[config.mk]
export PLATFORM = sky130hd
export DESIGN_NAME = gamepad_deadzone_event_detector
export DESIGN_NICKNAME = d
export VERILOG_FILES = /design/src/design/gdz_pkg.sv /design/src/design/gdz_front.sv /design/src/design/gdz_queue.sv /design/src/design/gdz_back.sv /design/src/design/gamepad_deadzone_event_detector.sv
export SDC_FILE = /design/constraint.sdc
export NUM_CORES = 1
export LEC_CHECK = 0
export BUFFER_PORTS_ARGS = -buffer_cell sky130_fd_sc_hd__buf_2
export CORE_MARGIN = 2
export CORE_UTILIZATION = 44
export DETAILED_ROUTE_END_ITERATION = 10
export SLEW_MARGIN = 10
export SYNTH_ARGS = -nofsm -noshare
export SYNTH_HDL_FRONTEND = slang
export SYNTH_HIERARCHICAL = 1
export SYNTH_SLANG_ARGS = --single-unit
[constraint.sdc]
create_clock -name aclk -period 12.9 [get_ports aclk]
set_clock_uncertainty 0.05 [all_clocks]
set_input_delay 2.58 -clock aclk [delete_from_list [all_inputs] [get_ports aclk]]
set_output_delay 2.58 -clock aclk [all_outputs]
set_load 0.01 [all_outputs]
[src/design/gdz_pkg.sv]
// gdz_pkg: shared types and constants of the gamepad deadzone event detector
// holds the event kind codes, register indexes, config struct and the queued job word
// no dependencies
package gdz_pkg;

    // event kind codes
    localparam logic [2:0] KIND_PRESS         = 3'd0;
    localparam logic [2:0] KIND_RELEASE       = 3'd1;
    localparam logic [2:0] KIND_LEFT_TRIGGER  = 3'd2;
    localparam logic [2:0] KIND_RIGHT_TRIGGER = 3'd3;
    localparam logic [2:0] KIND_LEFT_STICK    = 3'd4;
    localparam logic [2:0] KIND_RIGHT_STICK   = 3'd5;

    // configuration register indexes
    localparam int CFG_INDEX_W = 4;
    localparam logic [CFG_INDEX_W-1:0] REG_TRIGGER_THRESHOLD    = 4'd0;
    localparam logic [CFG_INDEX_W-1:0] REG_LEFT_STICK_DEADZONE  = 4'd1;
    localparam logic [CFG_INDEX_W-1:0] REG_RIGHT_STICK_DEADZONE = 4'd2;
    localparam logic [CFG_INDEX_W-1:0] REG_BUTTON_ENABLE_MASK   = 4'd3;

    localparam int CFG_DATA_W = 16;

    // reset values of the configuration registers
    localparam logic [7:0]  RESET_TRIGGER_THRESHOLD    = 8'd30;
    localparam logic [14:0] RESET_LEFT_STICK_DEADZONE  = 15'd7849;
    localparam logic [14:0] RESET_RIGHT_STICK_DEADZONE = 15'd8689;
    localparam logic [15:0] RESET_BUTTON_ENABLE_MASK   = 16'hF3FF;

    typedef struct packed {
        logic [7:0]  trigger_threshold;
        logic [14:0] left_stick_deadzone;
        logic [14:0] right_stick_deadzone;
        logic [15:0] button_enable_mask;
    } cfg_t;

    // one classified sample, handed from the front end to the event sequencer
    typedef struct packed {
        logic [15:0]        btn_changed;
        logic [15:0]        btn_level;
        logic               lt_chg;
        logic               rt_chg;
        logic               ls_chg;
        logic               rs_chg;
        logic [7:0]         lt;
        logic [7:0]         rt;
        logic signed [15:0] lx;
        logic signed [15:0] ly;
        logic signed [15:0] rx;
        logic signed [15:0] ry;
    } job_t;

    localparam int JOB_W = $bits(job_t);

endpackage

[src/design/gdz_front.sv]
// gdz_front: accepts gamepad samples, applies trigger threshold and stick deadzones,
// compares against the previous cleaned sample and queues a job word when anything changed
// depends on gdz_pkg
module gdz_front import gdz_pkg::*; #(
    parameter int BUTTON_COUNT = 16
) (
    input  logic               aclk,
    input  logic               aresetn,
    input  logic               s_valid,
    output logic               s_ready,
    input  logic [15:0]        s_button_bits,
    input  logic [7:0]         s_left_trigger_raw,
    input  logic [7:0]         s_right_trigger_raw,
    input  logic signed [15:0] s_left_x_raw,
    input  logic signed [15:0] s_left_y_raw,
    input  logic signed [15:0] s_right_x_raw,
    input  logic signed [15:0] s_right_y_raw,
    input  cfg_t               cfg,
    input  logic               job_full,
    output logic               job_push,
    output job_t               job
);

    localparam logic [16:0] COUNT_MASK_W = (17'd1 << BUTTON_COUNT) - 17'd1;
    localparam logic [15:0] COUNT_MASK   = COUNT_MASK_W[15:0];

    // strictly inside plus or minus dz
    function automatic logic in_deadzone(logic signed [15:0] a, logic [14:0] dz);
        logic signed [16:0] a_w;
        logic signed [16:0] d_w;
        a_w = 17'(a);
        d_w = $signed({2'b00, dz});
        return (a_w < d_w) && (a_w > -d_w);
    endfunction

    logic [15:0]        prev_buttons_reg;
    logic [7:0]         prev_lt_reg;
    logic [7:0]         prev_rt_reg;
    logic signed [15:0] prev_lx_reg, prev_ly_reg, prev_rx_reg, prev_ry_reg;

    logic accept;
    logic left_zero, right_zero;
    logic any_change;

    assign s_ready = !job_full;
    assign accept  = s_valid && s_ready;

    assign left_zero  = in_deadzone(s_left_x_raw, cfg.left_stick_deadzone)
                     && in_deadzone(s_left_y_raw, cfg.left_stick_deadzone);
    assign right_zero = in_deadzone(s_right_x_raw, cfg.right_stick_deadzone)
                     && in_deadzone(s_right_y_raw, cfg.right_stick_deadzone);

    always_comb begin
        job.btn_level   = s_button_bits;
        job.btn_changed = (s_button_bits ^ prev_buttons_reg) & cfg.button_enable_mask
                        & COUNT_MASK;
        job.lt = (s_left_trigger_raw  < cfg.trigger_threshold) ? 8'd0 : s_left_trigger_raw;
        job.rt = (s_right_trigger_raw < cfg.trigger_threshold) ? 8'd0 : s_right_trigger_raw;
        job.lx = left_zero  ? 16'sd0 : s_left_x_raw;
        job.ly = left_zero  ? 16'sd0 : s_left_y_raw;
        job.rx = right_zero ? 16'sd0 : s_right_x_raw;
        job.ry = right_zero ? 16'sd0 : s_right_y_raw;
        job.lt_chg = (job.lt != prev_lt_reg);
        job.rt_chg = (job.rt != prev_rt_reg);
        job.ls_chg = (job.lx != prev_lx_reg) || (job.ly != prev_ly_reg);
        job.rs_chg = (job.rx != prev_rx_reg) || (job.ry != prev_ry_reg);
    end

    assign any_change = (|job.btn_changed) || job.lt_chg || job.rt_chg
                     || job.ls_chg || job.rs_chg;
    assign job_push   = accept && any_change;

    always_ff @(posedge aclk) begin
        if (!aresetn) begin
            prev_buttons_reg <= '0;
            prev_lt_reg      <= '0;
            prev_rt_reg      <= '0;
            prev_lx_reg      <= '0;
            prev_ly_reg      <= '0;
            prev_rx_reg      <= '0;
            prev_ry_reg      <= '0;
        end else if (accept) begin
            prev_buttons_reg <= s_button_bits;
            prev_lt_reg      <= job.lt;
            prev_rt_reg      <= job.rt;
            prev_lx_reg      <= job.lx;
            prev_ly_reg      <= job.ly;
            prev_rx_reg      <= job.rx;
            prev_ry_reg      <= job.ry;
        end
    end

endmodule

[src/design/gdz_queue.sv]
// gdz_queue: short first-in first-out queue of job words between front end and sequencer
// generic width and depth, no package dependency
module gdz_queue #(
    parameter int WIDTH = 8,
    parameter int DEPTH = 2
) (
    input  logic             aclk,
    input  logic             aresetn,
    input  logic             push,
    input  logic [WIDTH-1:0] wdata,
    input  logic             pop,
    output logic [WIDTH-1:0] rdata,
    output logic             full,
    output logic             empty
);

    localparam int PTR_W = (DEPTH > 1) ? $clog2(DEPTH) : 1;
    localparam int CNT_W = $clog2(DEPTH + 1);
    localparam logic [PTR_W-1:0] LAST_PTR = PTR_W'(DEPTH - 1);
    localparam logic [CNT_W-1:0] FULL_CNT = CNT_W'(DEPTH);

    logic [WIDTH-1:0] mem_reg [DEPTH];
    logic [PTR_W-1:0] wr_ptr_reg, rd_ptr_reg;
    logic [CNT_W-1:0] count_reg;
    logic             do_push, do_pop;

    assign full    = (count_reg == FULL_CNT);
    assign empty   = (count_reg == '0);
    assign do_push = push && !full;
    assign do_pop  = pop && !empty;
    assign rdata   = mem_reg[rd_ptr_reg];

    always_ff @(posedge aclk) begin
        if (do_push) begin
            mem_reg[wr_ptr_reg] <= wdata;
        end
    end

    always_ff @(posedge aclk) begin
        if (!aresetn) begin
            wr_ptr_reg <= '0;
            rd_ptr_reg <= '0;
            count_reg  <= '0;
        end else begin
            if (do_push) begin
                wr_ptr_reg <= (wr_ptr_reg == LAST_PTR) ? '0 : wr_ptr_reg + 1'b1;
            end
            if (do_pop) begin
                rd_ptr_reg <= (rd_ptr_reg == LAST_PTR) ? '0 : rd_ptr_reg + 1'b1;
            end
            if (do_push && !do_pop) begin
                count_reg <= count_reg + 1'b1;
            end else if (do_pop && !do_push) begin
                count_reg <= count_reg - 1'b1;
            end
        end
    end

endmodule

[src/design/gdz_back.sv]
// gdz_back: event sequencer, takes queued job words and emits one event word per cycle
// while m_ready allows into a registered output stage; depends on gdz_pkg
module gdz_back import gdz_pkg::*; (
    input  logic               aclk,
    input  logic               aresetn,
    input  logic               job_empty,
    input  job_t               job,
    output logic               job_pop,
    output logic               m_valid,
    input  logic               m_ready,
    output logic [2:0]         m_event_kind,
    output logic [3:0]         m_button_index,
    output logic signed [15:0] m_value_a,
    output logic signed [15:0] m_value_b,
    output logic               m_last_event
);

    job_t cur_reg, cur_next;
    logic cur_valid_reg, cur_valid_next;

    logic               out_valid_reg, out_valid_next;
    logic [2:0]         kind_reg;
    logic [3:0]         index_reg;
    logic signed [15:0] value_a_reg, value_b_reg;
    logic               last_reg;

    logic               advance;
    logic               cur_free;
    logic [15:0]        lowest;
    logic [3:0]         ev_index;
    logic [2:0]         ev_kind;
    logic signed [15:0] ev_a, ev_b;
    logic               ev_last;
    job_t               after;

    assign advance = cur_valid_reg && (!out_valid_reg || m_ready);

    // lowest pending button bit
    assign lowest = cur_reg.btn_changed & (~cur_reg.btn_changed + 16'd1);

    always_comb begin
        ev_index = '0;
        for (int i = 0; i < 16; i++) begin
            if (lowest[i]) begin
                ev_index = ev_index | 4'(i);
            end
        end
    end

    always_comb begin
        after   = cur_reg;
        ev_kind = KIND_PRESS;
        ev_a    = '0;
        ev_b    = '0;
        if (|cur_reg.btn_changed) begin
            ev_kind = (|(lowest & cur_reg.btn_level)) ? KIND_PRESS : KIND_RELEASE;
            after.btn_changed = cur_reg.btn_changed & ~lowest;
        end else if (cur_reg.lt_chg) begin
            ev_kind = KIND_LEFT_TRIGGER;
            ev_a    = $signed({8'd0, cur_reg.lt});
            after.lt_chg = 1'b0;
        end else if (cur_reg.rt_chg) begin
            ev_kind = KIND_RIGHT_TRIGGER;
            ev_a    = $signed({8'd0, cur_reg.rt});
            after.rt_chg = 1'b0;
        end else if (cur_reg.ls_chg) begin
            ev_kind = KIND_LEFT_STICK;
            ev_a    = cur_reg.lx;
            ev_b    = cur_reg.ly;
            after.ls_chg = 1'b0;
        end else begin
            ev_kind = KIND_RIGHT_STICK;
            ev_a    = cur_reg.rx;
            ev_b    = cur_reg.ry;
            after.rs_chg = 1'b0;
        end
        ev_last = !(|after.btn_changed) && !after.lt_chg && !after.rt_chg
               && !after.ls_chg && !after.rs_chg;
    end

    // a new job may load in the same cycle the last event of the current one leaves
    assign cur_free = !cur_valid_reg || (advance && ev_last);
    assign job_pop  = cur_free && !job_empty;

    always_comb begin
        cur_next       = cur_reg;
        cur_valid_next = cur_valid_reg;
        if (job_pop) begin
            cur_next       = job;
            cur_valid_next = 1'b1;
        end else if (advance) begin
            cur_next       = after;
            cur_valid_next = !ev_last;
        end
    end

    always_comb begin
        out_valid_next = out_valid_reg;
        if (advance) begin
            out_valid_next = 1'b1;
        end else if (m_ready) begin
            out_valid_next = 1'b0;
        end
    end

    always_ff @(posedge aclk) begin
        if (!aresetn) begin
            cur_valid_reg <= 1'b0;
            out_valid_reg <= 1'b0;
        end else begin
            cur_valid_reg <= cur_valid_next;
            out_valid_reg <= out_valid_next;
        end
    end

    always_ff @(posedge aclk) begin
        cur_reg <= cur_next;
        if (advance) begin
            kind_reg    <= ev_kind;
            index_reg   <= (|cur_reg.btn_changed) ? ev_index : 4'd0;
            value_a_reg <= ev_a;
            value_b_reg <= ev_b;
            last_reg    <= ev_last;
        end
    end

    assign m_valid        = out_valid_reg;
    assign m_event_kind   = kind_reg;
    assign m_button_index = index_reg;
    assign m_value_a      = value_a_reg;
    assign m_value_b      = value_b_reg;
    assign m_last_event   = last_reg;

endmodule

[src/design/gamepad_deadzone_event_detector.sv]
// gamepad_deadzone_event_detector: top level, configuration registers and the
// front end / queue / event sequencer chain; depends on gdz_pkg, gdz_front, gdz_queue, gdz_back
//
// usage
//   s_ channel: one polled gamepad sample per word (buttons, triggers, stick axes)
//   m_ channel: event words, buttons in ascending bit order, then left and right
//     trigger, then left and right stick; m_last_event marks the final event
//     of a sample, a sample with no change produces no word at all
//   cfg channel: register writes (cfg_index, cfg_data), always ready; the user must
//     issue them only while the block is idle (not enforced); an out-of-list index is ignored
// flow
//   an accepted sample word passes the job queue, the current-job register
//   and the output register before its first event shows on m_valid; the
//   sequencer then emits one event per cycle while m_ready allows, a sample
//   yields at most 20 events, and the next sample's events follow without a gap
//   samples are accepted every cycle while the job queue has room, and samples
//   with no change never enter the queue
// reset
//   previous sample clears to zero, config registers take their defaults,
//   queue and output stage empty
// stall
//   when m_ready is low the output word holds, the sequencer waits, and once
//   the queue fills s_ready drops until the receiver drains it
module gamepad_deadzone_event_detector import gdz_pkg::*; #(
    parameter int BUTTON_COUNT = 16,
    parameter int QUEUE_DEPTH  = 2
) (
    input  logic                   aclk,
    input  logic                   aresetn,
    // sample input
    input  logic                   s_valid,
    output logic                   s_ready,
    input  logic [15:0]            s_button_bits,
    input  logic [7:0]             s_left_trigger_raw,
    input  logic [7:0]             s_right_trigger_raw,
    input  logic signed [15:0]     s_left_x_raw,
    input  logic signed [15:0]     s_left_y_raw,
    input  logic signed [15:0]     s_right_x_raw,
    input  logic signed [15:0]     s_right_y_raw,
    // event output
    output logic                   m_valid,
    input  logic                   m_ready,
    output logic [2:0]             m_event_kind,
    output logic [3:0]             m_button_index,
    output logic signed [15:0]     m_value_a,
    output logic signed [15:0]     m_value_b,
    output logic                   m_last_event,
    // register writes
    input  logic                   cfg_valid,
    output logic                   cfg_ready,
    input  logic [CFG_INDEX_W-1:0] cfg_index,
    input  logic [CFG_DATA_W-1:0]  cfg_data
);

    cfg_t cfg_reg;

    job_t             front_job;
    job_t             back_job;
    logic             job_push, job_pop, job_full, job_empty;
    logic [JOB_W-1:0] queue_rdata;

    // config port never stalls
    assign cfg_ready = 1'b1;

    always_ff @(posedge aclk) begin
        if (!aresetn) begin
            cfg_reg.trigger_threshold    <= RESET_TRIGGER_THRESHOLD;
            cfg_reg.left_stick_deadzone  <= RESET_LEFT_STICK_DEADZONE;
            cfg_reg.right_stick_deadzone <= RESET_RIGHT_STICK_DEADZONE;
            cfg_reg.button_enable_mask   <= RESET_BUTTON_ENABLE_MASK;
        end else if (cfg_valid && cfg_ready) begin
            case (cfg_index)
                REG_TRIGGER_THRESHOLD: begin
                    cfg_reg.trigger_threshold <= cfg_data[7:0];
                end
                REG_LEFT_STICK_DEADZONE: begin
                    cfg_reg.left_stick_deadzone <= cfg_data[14:0];
                end
                REG_RIGHT_STICK_DEADZONE: begin
                    cfg_reg.right_stick_deadzone <= cfg_data[14:0];
                end
                REG_BUTTON_ENABLE_MASK: begin
                    cfg_reg.button_enable_mask <= cfg_data;
                end
                default: begin
                    // unknown index, nothing written
                end
            endcase
        end
    end

    // front end: cleaning and change detection against the stored sample
    gdz_front #(
        .BUTTON_COUNT (BUTTON_COUNT)
    ) u_front (
        .aclk                (aclk),
        .aresetn             (aresetn),
        .s_valid             (s_valid),
        .s_ready             (s_ready),
        .s_button_bits       (s_button_bits),
        .s_left_trigger_raw  (s_left_trigger_raw),
        .s_right_trigger_raw (s_right_trigger_raw),
        .s_left_x_raw        (s_left_x_raw),
        .s_left_y_raw        (s_left_y_raw),
        .s_right_x_raw       (s_right_x_raw),
        .s_right_y_raw       (s_right_y_raw),
        .cfg                 (cfg_reg),
        .job_full            (job_full),
        .job_push            (job_push),
        .job                 (front_job)
    );

    // short job queue decoupling sample intake from event emission
    gdz_queue #(
        .WIDTH (JOB_W),
        .DEPTH (QUEUE_DEPTH)
    ) u_queue (
        .aclk    (aclk),
        .aresetn (aresetn),
        .push    (job_push),
        .wdata   (front_job),
        .pop     (job_pop),
        .rdata   (queue_rdata),
        .full    (job_full),
        .empty   (job_empty)
    );

    assign back_job = job_t'(queue_rdata);

    // sequencer: one event word per cycle into the output register while m_ready allows
    gdz_back u_back (
        .aclk           (aclk),
        .aresetn        (aresetn),
        .job_empty      (job_empty),
        .job            (back_job),
        .job_pop        (job_pop),
        .m_valid        (m_valid),
        .m_ready        (m_ready),
        .m_event_kind   (m_event_kind),
        .m_button_index (m_button_index),
        .m_value_a      (m_value_a),
        .m_value_b      (m_value_b),
        .m_last_event   (m_last_event)
    );

endmodule
==> results.sh, run 1 <==
export IMPL_status="finished, final reports clean"
export IMPL_use_met2_pct=40.7
export IMPL_final_util_pct=49.6
export IMPL_final_cell_area_um2=31900
export IMPL_slew_headroom_pct=23.0
export IMPL_syn_nets=2796
export IMPL_overflow=0
export IMPL_synth_top_family_by_area="simple AND/OR/NAND/NOR gates"
export IMPL_htree_levels=2
export IMPL_path_clk_slew_ns=0.06
export IMPL_synth_seq_area_share_pct=51.8
export IMPL_clkPwrFrac_pct=28.3
export IMPL_rsz0062_at_grt="no"
export IMPL_start_util_pct=44.4
export IMPL_crit_fanout=61
export IMPL_power_share_sequential_pct=45.3
export IMPL_synth_top_area_share_pct=40.8
export IMPL_cts_buffers=57
export IMPL_largest_reg_flops=232
export IMPL_clock_path_buffers=3
export IMPL_drc=0
export IMPL_tns_ns=0
export IMPL_maxSlewViolCount=0
export IMPL_grtUsageMet1_pct=31.9
export IMPL_synthMuxAreaShare_pct=7.97
export IMPL_grt_pass1_wl_um=122000
export IMPL_design_die_area_um2=67000
export IMPL_synth_xor_area_share_pct=2.44
export IMPL_cts_tree="done"
export IMPL_place_gp_congestion=0.920
export IMPL_regToRegStartpoint="cfg_reg[32]"
export IMPL_final_cell_mix="edfxtp_1, nand2_1, buf_2"
export IMPL_hpwl_um=59100
export IMPL_synth_edff_count=388
export IMPL_drv_cap=0
export IMPL_synth_compound_area_share_pct=11.0
export IMPL_switching_share_pct=32.0
export IMPL_holdPathStages=2
export IMPL_finalWirelength_um=81100
export IMPL_yosys_area_share_adder_pct=6.04
export IMPL_hold_viol=0
export IMPL_fmax_mhz=126
export IMPL_synth_top_cells_by_area="edfxtp_1, dfxtp_1, ha_1, nand2_1, mux2_2"
export IMPL_crit_arrival_ns=8.13
export IMPL_finalWorstSetupSlack_ns=4.96
export IMPL_synth_area_um2=28600
export IMPL_clk_latency_ns=0.61
export IMPL_tightest_slew_ns=1.15
export IMPL_grt_use_met3_pct=2.71
export IMPL_synth_area_per_cell_um2=11.3
export IMPL_finalSetupViolCount=0
export IMPL_coreArea_um2=64300
export IMPL_grt_max_degree=91
export IMPL_syn_inst=2538
export IMPL_p_comb_share_pct=26.4
export IMPL_required_ns=13.09
export IMPL_grt_util_all_layers_pct=23.9
export IMPL_reg2regPathDepth=21
export IMPL_ir_worst_vdd_v=0.0000990
export IMPL_num_vias=20108
export IMPL_ioPinCount=164
export IMPL_drive_gt1_share_pct=16.5
export IMPL_synth_main_ff_cell="edfxtp_1"
export IMPL_ant_nets=0
export IMPL_cp_start_kind="flip-flop"
export IMPL_busiest_layer="met2"
export IMPL_viasPerCell=5.68
export IMPL_hold_path_class="reg2reg"
export IMPL_ys_types=86
export IMPL_p_switching_mw=1.89
export IMPL_p_leak_nw=12.0
export IMPL_preCtsSetupSlack_ns=4.47
export IMPL_async_flop_share_pct=0
export IMPL_min_from="cfg_reg[51]"
export IMPL_cts_root_buf="clkbuf_16"
export IMPL_die_w_um=259
export IMPL_post_cts_buffers=0
export IMPL_rows=93
export IMPL_layout_commonest_cell="edfxtp_1"
export IMPL_dpl_cell_area_um2=30000
export IMPL_crit_path_start="cfg_reg[32]"
export IMPL_cts_sinks=545
export IMPL_post_drt_wl_per_cell_um=22.9
export IMPL_synth_seq_cells=545
export IMPL_crit_path_end_kind="flip-flop"
export IMPL_final_min_clock_period_ns=7.94
export IMPL_grt_pass1_vias=20020
export IMPL_synth_top_area_cell="edfxtp_1"
export IMPL_ctsResizeCount=0
export IMPL_yosys_warnings=6
export IMPL_internal_power_mw=4.02
export IMPL_holdBufCountCts=0
export IMPL_crit_type="reg2reg"
export IMPL_die_height_um=259
export IMPL_firstDrtPassIters=6
export IMPL_finalCritPeriodShare_pct=61.5
export IMPL_io_buffers=162
export IMPL_fin_nets=2890
export IMPL_yosys_area_share_simple_pct=17.1
export IMPL_syn_to_final_growth_pct=11.7
export IMPL_powerDensity_nw_per_um2=185
export IMPL_antenna_found_initial=4
export IMPL_drt_iter0_drc=1595
-- metrics by stage --
step                      hold slack [ns]  total power [mW]  instances
after CTS                           0.424              5.96       3535
after global placement              0.400              4.25       3428
after detailed placement            0.410              4.28       3428
after global routing                0.445              6.19       3537
after floorplan                     0.384              3.76       2538
final                               0.422              5.91       3538
-- layer usage --
layer	share of wire, %	wire [µm]
met5	0	0
met4	3.1	2520
met3	4.7	3810
met2	48	39100
met1	44	35700
-- worst paths after layout --
check	end	slack, ns
min reg2reg	cfg_reg[51]	0.42
max reg2reg	u_queue/mem_reg[0][51]	4.96
max	u_queue/mem_reg[0][51]	4.96
min	cfg_reg[51]	0.42
-- cells by family (layout without fill, tap and decap cells) --
family,Yosys count,after routing
other cells,1,4
compound gates,442,442
fa+ha+maj,138,138
simple gates,907,907
xor+xnor,75,75
buf+inv,232,374
flops,545,545
mux,198,198
-- final cells by class --
| class | count | area (µm²) |
|---|---|---|
| diodes | 3 | 7.51 |
| clock buffers | 80 | 1700 |
| clock inverters | 27 | 251 |
| fillers | 5805 | 32400 |
| inverters | 84 | 315 |
| multi-input cells | 1761 | 12800 |
| flip-flops and latches | 545 | 14800 |
| well taps | 855 | 1070 |
| repair buffers | 183 | 971 |
-- synth_stat cells (all sizes together) (53+ instances only) --
cell and count:
clkbuf 98, o21ai 63, nand2 284, ha 137, nor2b 57, edfxtp 388, nor2 150, mux2 116
a21oi 83, xnor2 53, mux2i 82, and2 95, dfxtp 157, a21boi 102, nor3b 97, inv 84
-- critical path, cell delays in order (launching register included) --
cell and delay [ns]:
dfxtp_1 0.34, inv_1 0.12, ha_1 0.24, or4b_1 0.62, or3_1 0.41, or4_1 0.44
xnor2_1 0.17, ha_1 0.32, nand3_1 0.14, or4_1 0.53, or4b_1 0.49, a31oi_1 0.24
a21oi_1 0.11, o211ai_4 0.43, a221oi_1 0.20, or4_1 0.60, nor4_2 0.63, a41oi_1 0.28
inv_1 0.19, nor3_4 0.07, buf_4 0.39, buf_4 0.51
-- power by group through the flow --
stage                     sequential (mW)  combinational (mW)  clock [mW]
after detailed placement             2.72                1.56           0
after floorplan                      2.60                1.16           0
after CTS                            2.68                1.57        1.71
after global placement               2.70                1.54           0
after global routing                 2.72                1.69        1.78
final                                2.68                1.56        1.67
(Power assumes the default switching activity.)
==> inputs of run 2 (changes only) <==
Clock period 12.9 ns to 8.2 ns, I/O delays scaled along.
==> results.sh, run 2 (synthesis results as in run 1) <==
export IMPL_crit_arrival_ns=7.81
export IMPL_clock_path_buffers=3
export IMPL_fin_cells=3538
export IMPL_ctsResizeCount=0
export IMPL_cts_sinks=545
export IMPL_crit_type="reg2reg"
export IMPL_antenna_found_initial=3
export IMPL_dp_cells=3431
export IMPL_fin_nets=2892
export IMPL_wl_met1_um=36100
export IMPL_post_cts_buffers=0
export IMPL_ioPinCount=164
export IMPL_die_height_um=259
export IMPL_holdBufCountCts=0
export IMPL_place_gp_congestion=0.891
export IMPL_overflow=0
export IMPL_wl_met3_um=3500
export IMPL_firstDrtPassIters=5
export IMPL_final_cell_mix="edfxtp_1, nand2_1, buf_2"
export IMPL_coreArea_um2=64300
export IMPL_grt_pass1_wl_um=122000
export IMPL_die_w_um=259
export IMPL_htree_levels=2
export IMPL_drive_gt1_share_pct=16.1
export IMPL_required_ns=8.40
export IMPL_hold_viol=0
export IMPL_cp_slowest_cell="nor3_4"
export IMPL_clk_latency_ns=0.63
export IMPL_path_cells="inv_1 -> ha_1 -> or4b_1 -> or3_1 -> or4_1 -> xnor2_1 -> ha_1 -> nand3_1 -> or4_1 -> or4b_1 -> a31oi_1 -> a21o_1 -> nor4_1 -> a221o_1 -> o2111ai_1 -> nor4_2 -> a41oi_1 -> inv_1 -> nor3_4 -> buf_12"
export IMPL_finalPower_mw=9.17
export IMPL_post_drt_wl_per_cell_um=23.0
export IMPL_largest_reg_flops=232
export IMPL_rsz0062_at_grt="no"
export IMPL_crit_path_end_kind="flip-flop"
export IMPL_finalWirelength_um=81300
export IMPL_slowest_delay_ns=0.86
export IMPL_ant_nets=0
export IMPL_rows=93
export IMPL_crit_fanout=100
export IMPL_slew_headroom_pct=21.2
export IMPL_wl_met2_um=39900
export IMPL_design_die_area_um2=67000
export IMPL_tightest_slew_ns=1.18
export IMPL_drc=0
export IMPL_finalCritPeriodShare_pct=92.8
export IMPL_viasPerCell=5.67
export IMPL_maxSlewViolCount=0
export IMPL_fmax_mhz=131
export IMPL_ir_worst_vdd_v=0.000202
export IMPL_cts_buffers=56
export IMPL_layout_commonest_cell="edfxtp_1"
export IMPL_status="finished, final reports clean"
export IMPL_cts_root_buf="clkbuf_16"
export IMPL_grt_pass1_vias=19901
export IMPL_finalSetupViolCount=0
export IMPL_drv_cap=0
export IMPL_hold_path_class="reg2reg"
export IMPL_final_min_clock_period_ns=7.61
export IMPL_cts_tree="done"
export IMPL_powerDensity_nw_per_um2=288
export IMPL_drt_iter0_drc=1454
export IMPL_io_buffers=162
export IMPL_hpwl_um=58100
export IMPL_path_clk_slew_ns=0.06
export IMPL_tns_ns=0
export IMPL_cp_start_kind="flip-flop"
export IMPL_start_util_pct=44.4
export IMPL_syn_to_final_growth_pct=11.3
export IMPL_num_vias=20064
export IMPL_grt_max_degree=101
export IMPL_p_leak_nw=11.9
export IMPL_dr_max_layer_used="met4"
export IMPL_grt_util_all_layers_pct=24.0
-- run 2: cell types whose count changed in the layout (fill, tap and decap cells not counted), moves of 2 or more --
cell,previous run,this run
buf_12,0,2
clkbuf_1,8,16
clkbuf_16,61,57
clkbuf_8,10,6
clkinv_1,2,6
clkinv_2,13,7
clkinv_4,3,1
diode_2,3,1
inv_4,0,2
inv_6,0,2
-- run 2: layout make-up --
cell class	instances	area, µm²
flip-flops and latches	545	14800
fillers	5718	32500
repair buffers	186	1020
diodes	1	2.50
multi-input cells	1761	12800
well taps	855	1070
inverters	84	315
clock buffers	79	1570
clock inverters	27	233
-- run 2: metrics by stage --
| stage | hold WS, ns | utilization, % | cell area (µm²) | worst slack [ns] |
|---|---|---|---|---|
| global placement | 0.408 | 46.6 | 30000 | 0.978 |
| finish | 0.414 | 49.4 | 31800 | 0.591 |
| global route | 0.441 | 49.4 | 31800 | 0.275 |
| detailed placement | 0.411 | 46.6 | 30000 | 0.758 |
| CTS | 0.419 | 49.4 | 31800 | 0.725 |
| floorplan | 0.384 | - | 28600 | 0.0469 |
-- run 2: power breakdown --
part	switching [mW]	internal (mW)	total, mW
sequential	0.413	3.79	4.21
clock	1.09	1.41	2.50
combinational	1.48	0.991	2.47
-- run 2: final timing paths --
kind	endpoint	slack, ns	from	cells past startpoint
min reg2reg	cfg_reg[51]	0.41	cfg_reg[51]	2
min	cfg_reg[51]	0.41	cfg_reg[51]	2
max reg2reg	u_queue/mem_reg[0][26]	0.59	cfg_reg[32]	20
max	u_queue/mem_reg[0][26]	0.59	cfg_reg[32]	20
-- run 2: layer usage --
layer  vias to the layer above  track usage [%]
met4                         0             6.36
li1                       9485                -
met3                       108             2.92
met2                       579             41.2
met1                      9892             32.0
met5                         -                0
-- run 2: critical path, delay by kind of cell, from the launching register on --
kind | cells | cell delay (ns)
AOI/OAI and AO/OA | 5 | 1.45
xor gates and xnor gates | 1 | 0.18
adders and majority gates | 2 | 0.56
buffers and inverters | 3 | 0.76
DFF | 1 | 0.34
and+or+nand+nor | 9 | 3.72
==> inputs of run 3 (changes only) <==
Settings changed: CORE_ASPECT_RATIO set to 1.2.
==> results.sh, run 3 (synthesis results as in run 1) <==
export IMPL_diodes=0
export IMPL_internal_power_mw=6.45
export IMPL_cts_sinks=545
export IMPL_io_buffers=162
export IMPL_p_leak_nw=12.0
export IMPL_antenna_found_initial=1
export IMPL_largest_reg_flops=232
export IMPL_drv_cap=0
export IMPL_tns_ns=0
export IMPL_grt_pass1_wl_um=119000
export IMPL_cts_buffers=55
export IMPL_rsz0062_at_grt="no"
export IMPL_regToRegStartpoint="cfg_reg[31]"
export IMPL_rows=102
export IMPL_die_height_um=283
export IMPL_fin_nets=2888
export IMPL_preCtsSetupSlack_ns=0.829
export IMPL_grt_use_met3_pct=2.60
export IMPL_power_share_sequential_pct=45.0
export IMPL_ant_nets=0
export IMPL_grt_max_degree=114
export IMPL_ctsResizeCount=0
export IMPL_use_met2_pct=40.8
export IMPL_powerDensity_nw_per_um2=294
export IMPL_finalPower_mw=9.38
export IMPL_viasPerCell=5.71
export IMPL_crit_fanout=64
export IMPL_hold_path_class="reg2reg"
export IMPL_overflow=0
export IMPL_maxSlewViolCount=0
export IMPL_finalWirelength_um=78900
export IMPL_final_util_pct=49.6
export IMPL_htree_levels=2
export IMPL_status="finished, final reports clean"
export IMPL_drt_iter0_drc=1416
export IMPL_finalCritPeriodShare_pct=89.8
export IMPL_grtUsageMet1_pct=29.4
export IMPL_coreArea_um2=64400
export IMPL_finalSetupViolCount=0
export IMPL_crit_path_start="cfg_reg[31]"
export IMPL_clkPwrFrac_pct=29.3
export IMPL_hpwl_um=57300
export IMPL_finalWorstSetupSlack_ns=0.835
export IMPL_min_from="cfg_reg[11]"
export IMPL_hold_viol=0
export IMPL_clock_path_buffers=3
export IMPL_ioPinCount=164
export IMPL_crit_path_end_kind="flip-flop"
export IMPL_cts_root_buf="clkbuf_16"
export IMPL_cp_start_kind="flip-flop"
export IMPL_firstDrtPassIters=5
export IMPL_post_cts_buffers=0
export IMPL_switching_share_pct=31.3
export IMPL_post_drt_wl_per_cell_um=22.5
export IMPL_grt_util_all_layers_pct=23.1
export IMPL_final_min_clock_period_ns=7.37
export IMPL_final_cell_mix="edfxtp_1, nand2_1, buf_2"
export IMPL_tightest_slew_ns=1.16
export IMPL_drive_gt1_share_pct=16.3
export IMPL_die_w_um=237
export IMPL_drc=0
export IMPL_p_switching_mw=2.94
export IMPL_slew_headroom_pct=22.5
export IMPL_place_gp_congestion=0.910
export IMPL_p_comb_share_pct=25.7
export IMPL_syn_to_final_growth_pct=11.9
export IMPL_ir_worst_vdd_v=0.000188
export IMPL_grt_pass1_vias=19948
export IMPL_holdBufCountCts=0
export IMPL_busiest_layer="met2"
export IMPL_cts_tree="done"
export IMPL_design_die_area_um2=67000
export IMPL_fmax_mhz=136
export IMPL_start_util_pct=44.3
export IMPL_required_ns=8.44
export IMPL_path_clk_slew_ns=0.06
export IMPL_crit_arrival_ns=7.61
export IMPL_num_vias=20033
export IMPL_clk_latency_ns=0.60
export IMPL_layout_commonest_cell="edfxtp_1"
export IMPL_crit_type="reg2reg"
## run 3: cell count changes in the layout (fill, tap and decap cells not counted), sizes merged
cell / before / now
buf: 186 / 183
clkbuf: 79 / 75
clkinv: 17 / 11
bufinv: 2 / 10
inv: 88 / 87
diode: 1 / 0
## run 3: area by class of cell
type | instances | area, µm²
multi-input cells | 1761 | 12800
flip-flops and latches | 545 | 14800
fillers | 5752 | 32500
clock inverters | 28 | 425
clock buffers | 75 | 1580
inverters | 84 | 315
well taps | 832 | 1040
repair buffers | 183 | 996
## run 3: power groups by stage
stage	Combinational, mW	Sequential [mW]	Clock (mW)
6_report	2.41	4.22	2.75
4_1_cts	2.42	4.23	2.81
3_3_place_gp	2.38	4.27	0
2_1_floorplan	1.83	4.07	0
3_5_place_dp	2.40	4.28	0
5_1_grt	2.63	4.29	2.90
## run 3: worst paths after layout
kind	end	slack (ns)	depth (start not counted)
max	u_queue/mem_reg[1][73]	0.83	19
min	cfg_reg[11]	0.42	2
max reg2reg	u_queue/mem_reg[1][73]	0.83	19
min reg2reg	cfg_reg[11]	0.42	2
## run 3: per-layer routing
layer  vias up  part of all wire, %
li1       9486                    -
met1      9773                   42
met2       632                   50
met3       142                  4.6
met4         0                  3.1
met5         -                    0
## run 3: worst max-delay path, stage by stage (launching register included)
cell      delay (ns)
dfxtp_1         0.37
inv_1           0.08
ha_1            0.22
or4b_1          0.56
or3_1           0.45
or4_1           0.45
xnor2_1         0.17
ha_1            0.33
nand3_1         0.13
or4_1           0.52
or4b_1          0.49
a31oi_1         0.22
a21oi_1         0.11
o211ai_4        0.37
a221oi_1        0.17
or4_1           0.61
nor4_2          0.57
a41oi_1         0.27
and3_4          0.47
buf_12          0.33
## run 3: stage by stage
step                      hold slack [ns]  cells  cell area (µm²)
after floorplan                     0.384   2538            28600
after global placement              0.405   3405            30000
after global routing                0.429   3508            32000
after detailed placement            0.411   3405            30000
final                               0.419   3508            32000
after CTS                           0.420   3508            32000
